[src/hdl/igrx_pkg.sv]
// Shared types and constants for the idle-gap receive packet FIFO.
// Item structs, command codes and the controller/datapath link.
// No dependencies.
package igrx_pkg;

  // Command codes carried in the input item
  localparam logic [1:0] CMD_TICK  = 2'd0;
  localparam logic [1:0] CMD_WRITE = 2'd1;
  localparam logic [1:0] CMD_READ  = 2'd2;
  localparam logic [1:0] CMD_FLUSH = 2'd3;

  // Configuration register indexes
  localparam logic CFG_IDLE_GAP    = 1'b0;
  localparam logic CFG_PACKET_MODE = 1'b1;

  // Reset values and limits
  localparam logic [15:0] IDLE_GAP_RESET = 16'd10;
  localparam logic [15:0] IDLE_MAX       = 16'hFFFF;

  typedef struct packed {
    logic [1:0] command;
    logic [7:0] data_in;
    logic [6:0] read_limit;
    logic       packet_only;
  } in_item_t;

  typedef struct packed {
    logic [7:0] data_out;
    logic       data_valid;
    logic       last;
    logic       accepted;
    logic       packet_ready;
    logic [6:0] fill_level;
  } out_item_t;

  // Controller to datapath commands
  typedef struct packed {
    logic tick;
    logic write;
    logic flush;
    logic rd_empty;
    logic rd_load;
    logic rd_step;
  } dp_cmd_t;

  // Datapath to controller status
  typedef struct packed {
    logic count_zero;
    logic remain_one;
  } dp_stat_t;

endpackage

[src/hdl/igrx_ctrl.sv]
// Controller for the idle-gap receive packet FIFO.
// Decodes accepted items and sequences multi-byte reads; depends on igrx_pkg.
module igrx_ctrl (
  input  logic              clk,
  input  logic              rst_n,
  input  logic              start,
  input  logic [1:0]        command,
  input  igrx_pkg::dp_stat_t stat,
  output igrx_pkg::dp_cmd_t  cmd,
  output logic              busy
);
  import igrx_pkg::*;

  typedef enum logic [1:0] {
    ST_IDLE = 2'b01,
    ST_READ = 2'b10
  } state_t;

  state_t state_r;
  state_t state_nxt;
  logic   accept;

  assign busy   = (state_r == ST_READ);
  assign accept = start && (state_r == ST_IDLE);

  // Decode the command and pick the next state
  always_comb begin
    cmd       = '0;
    state_nxt = state_r;
    unique case (state_r)
      ST_IDLE: begin
        if (accept) begin
          unique case (command)
            CMD_TICK:  cmd.tick  = 1'b1;
            CMD_WRITE: cmd.write = 1'b1;
            CMD_FLUSH: cmd.flush = 1'b1;
            CMD_READ: begin
              if (stat.count_zero) begin
                cmd.rd_empty = 1'b1;
              end else begin
                cmd.rd_load = 1'b1;
                state_nxt   = ST_READ;
              end
            end
            default: cmd = '0;
          endcase
        end
      end
      ST_READ: begin
        cmd.rd_step = 1'b1;
        if (stat.remain_one) begin
          state_nxt = ST_IDLE;
        end
      end
      default: state_nxt = ST_IDLE;
    endcase
  end

  always_ff @(posedge clk) begin
    if (!rst_n) begin
      state_r <= ST_IDLE;
    end else begin
      state_r <= state_nxt;
    end
  end

endmodule

[src/hdl/igrx_dp.sv]
// Datapath for the idle-gap receive packet FIFO: ring memory, indices,
// fill and idle counters, configuration and result register; uses igrx_pkg.
module igrx_dp #(
  parameter int FIFO_DEPTH = 64
) (
  input  logic                clk,
  input  logic                rst_n,
  input  igrx_pkg::in_item_t  in_item,
  input  igrx_pkg::dp_cmd_t   cmd,
  output igrx_pkg::dp_stat_t  stat,
  input  logic                cfg_we,
  input  logic                cfg_index,
  input  logic [15:0]         cfg_data,
  output logic                out_strobe,
  output igrx_pkg::out_item_t out_item
);
  import igrx_pkg::*;

  localparam int IDX_W = $clog2(FIFO_DEPTH);
  localparam int CNT_W = $clog2(FIFO_DEPTH + 1);

  logic [7:0]       mem [FIFO_DEPTH];
  logic [IDX_W-1:0] rd_idx_r, rd_idx_nxt;
  logic [IDX_W-1:0] wr_idx_r, wr_idx_nxt;
  logic [CNT_W-1:0] fill_r, fill_nxt;
  logic [15:0]      idle_r, idle_nxt;
  logic [CNT_W-1:0] remain_r;
  logic [15:0]      gap_r;
  logic             pmode_r;

  logic             strobe_r, valid_r, last_r, acc_r, ready_r;
  logic [CNT_W-1:0] lvl_r;
  logic [7:0]       rd_data_r;
  logic             last_nxt, acc_nxt, ready_nxt;

  logic             ready_now, full, pre_flush, mem_we;
  logic [IDX_W-1:0] wr_pos;
  logic [6:0]       fill7, count7;
  logic [CNT_W-1:0] count;

  function automatic logic [IDX_W-1:0] next_idx(input logic [IDX_W-1:0] i);
    return (i == IDX_W'(FIFO_DEPTH - 1)) ? '0 : i + 1'b1;
  endfunction

  assign ready_now = (fill_r != '0) && (idle_r > gap_r);
  assign full      = (fill_r == CNT_W'(FIFO_DEPTH));
  assign pre_flush = pmode_r && ready_now;
  assign wr_pos    = pre_flush ? '0 : wr_idx_r;
  assign mem_we    = cmd.write && !full;

  // Bytes a read returns: the smaller of limit and fill, none if no packet
  assign fill7  = 7'(fill_r);
  assign count7 = (in_item.read_limit < fill7) ? in_item.read_limit : fill7;
  assign count  = (in_item.packet_only && !ready_now) ? '0 : CNT_W'(count7);

  assign stat.count_zero = (count == '0);
  assign stat.remain_one = (remain_r == CNT_W'(1));

  // Next state of indices and counters
  always_comb begin
    rd_idx_nxt = rd_idx_r;
    wr_idx_nxt = wr_idx_r;
    fill_nxt   = fill_r;
    idle_nxt   = idle_r;
    last_nxt   = 1'b1;
    acc_nxt    = 1'b0;
    if (cmd.tick && idle_r != IDLE_MAX) begin
      idle_nxt = idle_r + 16'd1;
    end
    if (mem_we) begin
      wr_idx_nxt = next_idx(wr_pos);
      rd_idx_nxt = pre_flush ? '0 : rd_idx_r;
      fill_nxt   = (pre_flush ? '0 : fill_r) + 1'b1;
      idle_nxt   = '0;
      acc_nxt    = 1'b1;
    end
    if (cmd.flush) begin
      rd_idx_nxt = '0;
      wr_idx_nxt = '0;
      fill_nxt   = '0;
    end
    if (cmd.rd_step) begin
      rd_idx_nxt = next_idx(rd_idx_r);
      fill_nxt   = fill_r - 1'b1;
      last_nxt   = stat.remain_one;
    end
    ready_nxt = (fill_nxt != '0) && (idle_nxt > gap_r);
  end

  // Hold control state and counters
  always_ff @(posedge clk) begin
    if (!rst_n) begin
      rd_idx_r <= '0;
      wr_idx_r <= '0;
      fill_r   <= '0;
      idle_r   <= '0;
      remain_r <= '0;
      gap_r    <= IDLE_GAP_RESET;
      pmode_r  <= 1'b0;
      strobe_r <= 1'b0;
      valid_r  <= 1'b0;
      last_r   <= 1'b0;
      acc_r    <= 1'b0;
      ready_r  <= 1'b0;
      lvl_r    <= '0;
    end else begin
      rd_idx_r <= rd_idx_nxt;
      wr_idx_r <= wr_idx_nxt;
      fill_r   <= fill_nxt;
      idle_r   <= idle_nxt;
      if (cmd.rd_load) begin
        remain_r <= count;
      end else if (cmd.rd_step) begin
        remain_r <= remain_r - 1'b1;
      end
      if (cfg_we) begin
        if (cfg_index == CFG_IDLE_GAP) begin
          gap_r <= cfg_data;
        end else begin
          pmode_r <= cfg_data[0];
        end
      end
      // Register one result per non-loading command
      strobe_r <= cmd.tick || cmd.write || cmd.flush || cmd.rd_empty || cmd.rd_step;
      valid_r  <= cmd.rd_step;
      last_r   <= last_nxt;
      acc_r    <= acc_nxt;
      ready_r  <= ready_nxt;
      lvl_r    <= fill_nxt;
    end
  end

  // Ring memory: one write port, one registered read port
  always_ff @(posedge clk) begin
    if (mem_we) begin
      mem[wr_pos] <= in_item.data_in;
    end
  end

  always_ff @(posedge clk) begin
    if (cmd.rd_step) begin
      rd_data_r <= mem[rd_idx_r];
    end
  end

  assign out_strobe            = strobe_r;
  assign out_item.data_out     = valid_r ? rd_data_r : 8'd0;
  assign out_item.data_valid   = valid_r;
  assign out_item.last         = last_r;
  assign out_item.accepted     = acc_r;
  assign out_item.packet_ready = ready_r;
  assign out_item.fill_level   = 7'(lvl_r);

endmodule

[src/hdl/idle_gap_rx_packet_fifo.sv]
// Top level of the idle-gap receive packet FIFO.
// Joins igrx_ctrl and igrx_dp; uses igrx_pkg.
//
// Tick, write, flush and a read that returns no bytes never raise busy: the
// single result appears on the cycle after start is taken, and a new item may
// be started on that same cycle. A read of n bytes holds busy high while its
// bytes are stepped out, since the ring memory has one registered read port
// and gives one byte per cycle; its results follow back to back, after the
// controller's load and the registered read, the final one marked last. Every
// result is presented for one cycle with out_strobe high and must be taken
// then. Configuration writes are always ready and take effect at once.
module idle_gap_rx_packet_fifo #(
  parameter int FIFO_DEPTH = 64
) (
  input  logic                clk,
  input  logic                rst_n,
  input  logic                start,
  output logic                busy,
  input  igrx_pkg::in_item_t  in_item,
  output logic                out_strobe,
  output igrx_pkg::out_item_t out_item,
  input  logic                cfg_valid,
  output logic                cfg_ready,
  input  logic                cfg_index,
  input  logic [15:0]         cfg_data
);
  import igrx_pkg::*;

  dp_cmd_t  cmd;
  dp_stat_t stat;

  assign cfg_ready = 1'b1;

  igrx_ctrl u_ctrl (
    .clk     (clk),
    .rst_n   (rst_n),
    .start   (start),
    .command (in_item.command),
    .stat    (stat),
    .cmd     (cmd),
    .busy    (busy)
  );

  igrx_dp #(
    .FIFO_DEPTH (FIFO_DEPTH)
  ) u_dp (
    .clk        (clk),
    .rst_n      (rst_n),
    .in_item    (in_item),
    .cmd        (cmd),
    .stat       (stat),
    .cfg_we     (cfg_valid && cfg_ready),
    .cfg_index  (cfg_index),
    .cfg_data   (cfg_data),
    .out_strobe (out_strobe),
    .out_item   (out_item)
  );

  // Single-result commands transfer their result on the next cycle
  a_single_result: assert property (@(posedge clk) disable iff (!rst_n)
    (start && !busy && in_item.command != CMD_READ) |=> out_strobe)
    else $error("single-result command gave no result");

  // A read sequence ends with its last byte
  a_read_ends_last: assert property (@(posedge clk) disable iff (!rst_n)
    $fell(busy) |-> (out_strobe && out_item.last && out_item.data_valid))
    else $error("read sequence ended without last byte");

  // Fill level never exceeds the ring depth
  a_fill_bound: assert property (@(posedge clk) disable iff (!rst_n)
    out_strobe |-> (out_item.fill_level <= 7'(FIFO_DEPTH)))
    else $error("fill level beyond depth");

  // A data byte is never flagged as a stored write
  a_valid_not_acc: assert property (@(posedge clk) disable iff (!rst_n)
    (out_strobe && out_item.data_valid) |-> !out_item.accepted)
    else $error("read byte flagged accepted");

endmodule

[config.mk]
export PLATFORM = sky130hd
export DESIGN_NAME = idle_gap_rx_packet_fifo
export DESIGN_NICKNAME = d
export VERILOG_FILES = /design/src/hdl/igrx_pkg.sv /design/src/hdl/igrx_ctrl.sv /design/src/hdl/igrx_dp.sv /design/src/hdl/idle_gap_rx_packet_fifo.sv
export SDC_FILE = /design/constraint.sdc
export NUM_CORES = 1
export LEC_CHECK = 0
export ABC_AREA = 1
export BUFFER_PORTS_ARGS = -buffer_cell sky130_fd_sc_hd__buf_4
export CORE_MARGIN = 5
export CORE_UTILIZATION = 35
export CTS_BUF_LIST = sky130_fd_sc_hd__clkbuf_8
export DETAILED_ROUTE_END_ITERATION = 6
export PLACE_DENSITY = 0.5
export SYNTH_ARGS = -nofsm -noshare
export SYNTH_HDL_FRONTEND = slang
export SYNTH_SLANG_ARGS = --single-unit
[constraint.sdc]
create_clock -name clk -period 3.6 [get_ports clk]
set_input_delay 0.9 -clock clk [delete_from_list [all_inputs] [get_ports clk]]
set_output_delay 0.9 -clock clk [all_outputs]
set_load 0.02 [all_outputs]
==> key figures <==
Status
  – Outcome: finished clean

Hold path
  – Min-delay src: cfg_data[1]
  – Hold WC Path Type: in -> reg

Timing
  – Fin. Hold Viols: 0
  – Final Slew Violations: 0
  – RSZ-0062 raised after global routing: no
  – Final-report setup violation count: 0
  – Post-layout minimum cycle time: 3.254 ns
  – Slew @ Worst Pin: 0.8729 ns
  – Clock skew: 0.02925 ns
  – Worst relative slew slack: 41.72%
  – Period utilization: 90.38%
  – Hold_ws: 0.4340 ns
  – Fmax: 307.3 MHz

Route
  – DRT Pass-1 Iters: 7
  – Uppermost layer routed: met4
  – First DRT Iteration DRCs: 1471
  – Drt drc: 0
  – Met1 WL: 31.58 mm
  – DR WL met2: 33.39 mm
  – Wire per inst: 20.56 um
  – Post-Route WL: 70.77 mm
  – Via density: 5.171
  – Detailed-route via count: 17800
  – Post-route ant nets: 0
  – WL met3: 3.950 mm

Floorplan
  – Row count: 98
  – Die Y-Extent: 277.9 um
  – Horiz. Die Dim: 277.9 um
  – Starting Density: 35.19%
  – Core area: 71360 um^2
  – Io pins: 61
  – Die area: 77210 um^2

Critical path
  – Critical Path AT: 3.63 ns
  – CP Capture Point: u_dp.mem[0][1]
  – FF-to-FF Start: u_dp.gap_r[15]
  – Critical path's slowest cell: nand2_1
  – Largest stage delay on the critical path: 0.44 ns
  – R2R depth: 15
  – CP startpoint: u_dp.gap_r[15]
  – Crit path launch type: register
  – Critical Path Sink Type: register
  – Reg-to-Reg End: u_dp.mem[0][1]
  – Cells along the critical path: inv_1 -> ha_1 -> nand2_2 -> nor2_4 -> nand2_2 -> nor2_4 -> nand2_2 -> nand4_2 -> nand3_4 -> nand2_2 -> inv_1 -> nor2_1 -> nand2_1 -> nor2_1 -> buf_4
  – Setup CP Type: reg -> reg
  – Most frequent CP cell: nand2_2
  – Crit path max fanout: 13
  – Worst Path Required: 3.98 ns
  – Worst reg-to-reg setup slack: 0.35 ns

Clock tree
  – Clock Latency Late Sink: 0.69 ns
  – Resized Gates After CTS: 0
  – CTS clk-pin slew, worst paths: 0.06 ns
  – Clk sink count: 586
  – CTS buffer count: 100
  – CTS tree: built
  – Clk buf depth: 3
  – Post-CTS Repair Setup Buffers: 0
  – Hold buffers post-CTS: 0
  – H-tree lvl count: 3
  – CTS root buffer: clkbuf_8

Synth
  – Synthesis warning total: 0
  – Syn Inst Count: 2253
  – Distinct cell type count after synthesis: 53
  – Post-Syn Area: 25120 um^2
  – Post-synth EDFFs: 520
  – Post-Syn Nets: 2338
  – Seq/Total Area, Yosys: 67.43%
  – Synth Flop Type: edfxtp_1
  – Async S/R FF share, synth: 0%
  – Avg Cell Area, Syn: 11.15 um^2
  – #FFs+latches synth: 586

Flow run
  – MaxCap Viol Count: 0

Global route
  – GRT Total Usage: 17.83%
  – Largest net degree at the start of global routing: 164
  – Gr ovfl total: 0
  – Vias in the first global route: 17480
  – Initial antenna violation count: 1
  – First-pass GRT wire length: 106.8 mm

Power and ir drop
  – P_leak: 10.39 nW
  – Maximum vdd drop: 0.0002321 V
  – Overall Power: 0.01362 W
  – Power density cells: 466.9 nW/um^2

Finish
  – Final design utilization: 40.87%
  – Post-route insts no fill: 3442
  – Layout cells sized above 1: 14.05%
  – P&R area growth vs syn: 16.14%
  – Nets@finish: 2495

Placed design
  – Inst Count DP: 3258
  – Final HPWL DP: 41.73 mm
  – Routability Congestion: 0.8499
  – Port bufs: 59
logic make-up after synthesis:
logic type / after synthesis / share of synthesized area (%)
DFF: 586 / 67.43
and+or+nand+nor: 741 / 12.22
adders and majority gates: 46 / 2.292
other: 1 / 0.01493
buffers and inverters: 258 / 4.105
xor gates and xnor gates: 11 / 0.3836
AOI/OAI and AO/OA: 610 / 13.55
worst min path at each step:
stage / end / slack [ns] / cells after the start
after floorplan: u_dp.remain_r[6] / 0.46 / 2
after global placement: u_dp.remain_r[6] / 0.47 / 2
after detailed placement: u_dp.remain_r[6] / 0.48 / 2
after CTS: u_dp.gap_r[1] / 0.36 / 3
after global routing: u_dp.gap_r[1] / 0.40 / 3
final: u_dp.gap_r[1] / 0.43 / 3
state kept, by name, summed over array words and instances (netlist names), 2 cells and up:
register and count:
u_dp.rd_data_r 8, u_dp.rd_idx_r 6, u_ctrl.state_r 2, u_dp.remain_r 7, u_dp.idle_r 16, u_dp.mem 512
u_dp.wr_idx_r 6, u_dp.gap_r 16, u_dp.fill7 7
critical path: cells and delay by family (launching register included):
kind / cells / cell delay [ns]
adder cells (fa/ha/maj): 1 / 0.33
buffers and inverters: 3 / 0.42
flip-flops: 1 / 0.31
AND/OR/NAND/NOR: 11 / 1.87
area by class of cell:
| cell class | count | area, um^2 |
|---|---|---|
| multi-input cells | 1409 | 7151 |
| clock inverters | 79 | 461.7 |
| flip-flops and latches | 586 | 16950 |
| well taps | 950 | 1189 |
| repair buffers | 191 | 1521 |
| diodes | 1 | 2.502 |
| clock buffers | 104 | 1431 |
| inverters | 122 | 466.7 |
| fillers | 6889 | 42200 |
power by group:
group,switching [W],internal (W),total (W),leakage [nW]
Combinational,0.000322,0.000140,0.000462,4.09
Sequential,0.0000177,0.00742,0.00744,5.21
Clock,0.00269,0.00303,0.00572,1.09
Yosys cell counts (2+ instances only):
| library cell | count | area share [%] |
|---|---|---|
| clkbuf_1 | 116 | 1.7 |
| clkinv_1 | 2 | 0.030 |
| inv_2 | 5 | 0.075 |
| o221ai_1 | 22 | 0.77 |
| nand4_1 | 8 | 0.20 |
| buf_2 | 9 | 0.18 |
| o211ai_1 | 9 | 0.27 |
| edfxtp_1 | 520 | 62 |
| nor4_1 | 12 | 0.30 |
| o21ai_1 | 12 | 0.24 |
| inv_1 | 114 | 1.7 |
| a221oi_1 | 2 | 0.070 |
| nand2_1 | 153 | 2.3 |
| o21a_1 | 2 | 0.060 |
| nor3_1 | 27 | 0.54 |
| buf_4 | 7 | 0.21 |
| nand3_1 | 58 | 1.2 |
| a211oi_1 | 4 | 0.12 |
| nand4_2 | 2 | 0.10 |
| nand3b_1 | 4 | 0.12 |
| ha_1 | 46 | 2.3 |
| xnor2_1 | 2 | 0.070 |
| buf_6 | 3 | 0.13 |
| nand2_2 | 11 | 0.27 |
| xor2_1 | 9 | 0.31 |
| o21ai_0 | 345 | 6.9 |
| nor2_4 | 3 | 0.13 |
| dfxtp_1 | 66 | 5.3 |
| or2_2 | 2 | 0.050 |
| o22ai_1 | 136 | 3.4 |
| nor2_2 | 2 | 0.050 |
| a21oi_1 | 65 | 1.3 |
| nor2_1 | 453 | 6.8 |
| o21bai_1 | 2 | 0.060 |
| a31oi_1 | 2 | 0.050 |
metrics by stage:
stage	area (um^2)	TNS (ns)	worst slack [ns]
final	29170	0	0.3463
after global routing	29170	0	0.002836
after CTS	29170	0	0.3073
after detailed placement	27270	-0.1408	-0.1408
after global placement	27270	-0.1266	-0.1266
after floorplan	25120	0	0.3348
cells in the final DEF (no fill, tap or decap), drive strengths merged, types with 22 or more instances in the layout:
cell type  count
a21oi         66
buf          191
clkbuf       104
clkinv        38
dfxtp         66
edfxtp       520
ha            46
inv          156
nand2        165
nand3         60
nor2         458
nor3          28
o21ai        357
o221ai        22
o22ai        136
layer usage:
metal  up-vias  GRT usage [%]
li1       8453              -
met1      8698          24.71
met2       529          28.76
met3       117          2.895
met4         0          5.985
met5         -              0
(Power assumes the default switching activity.)
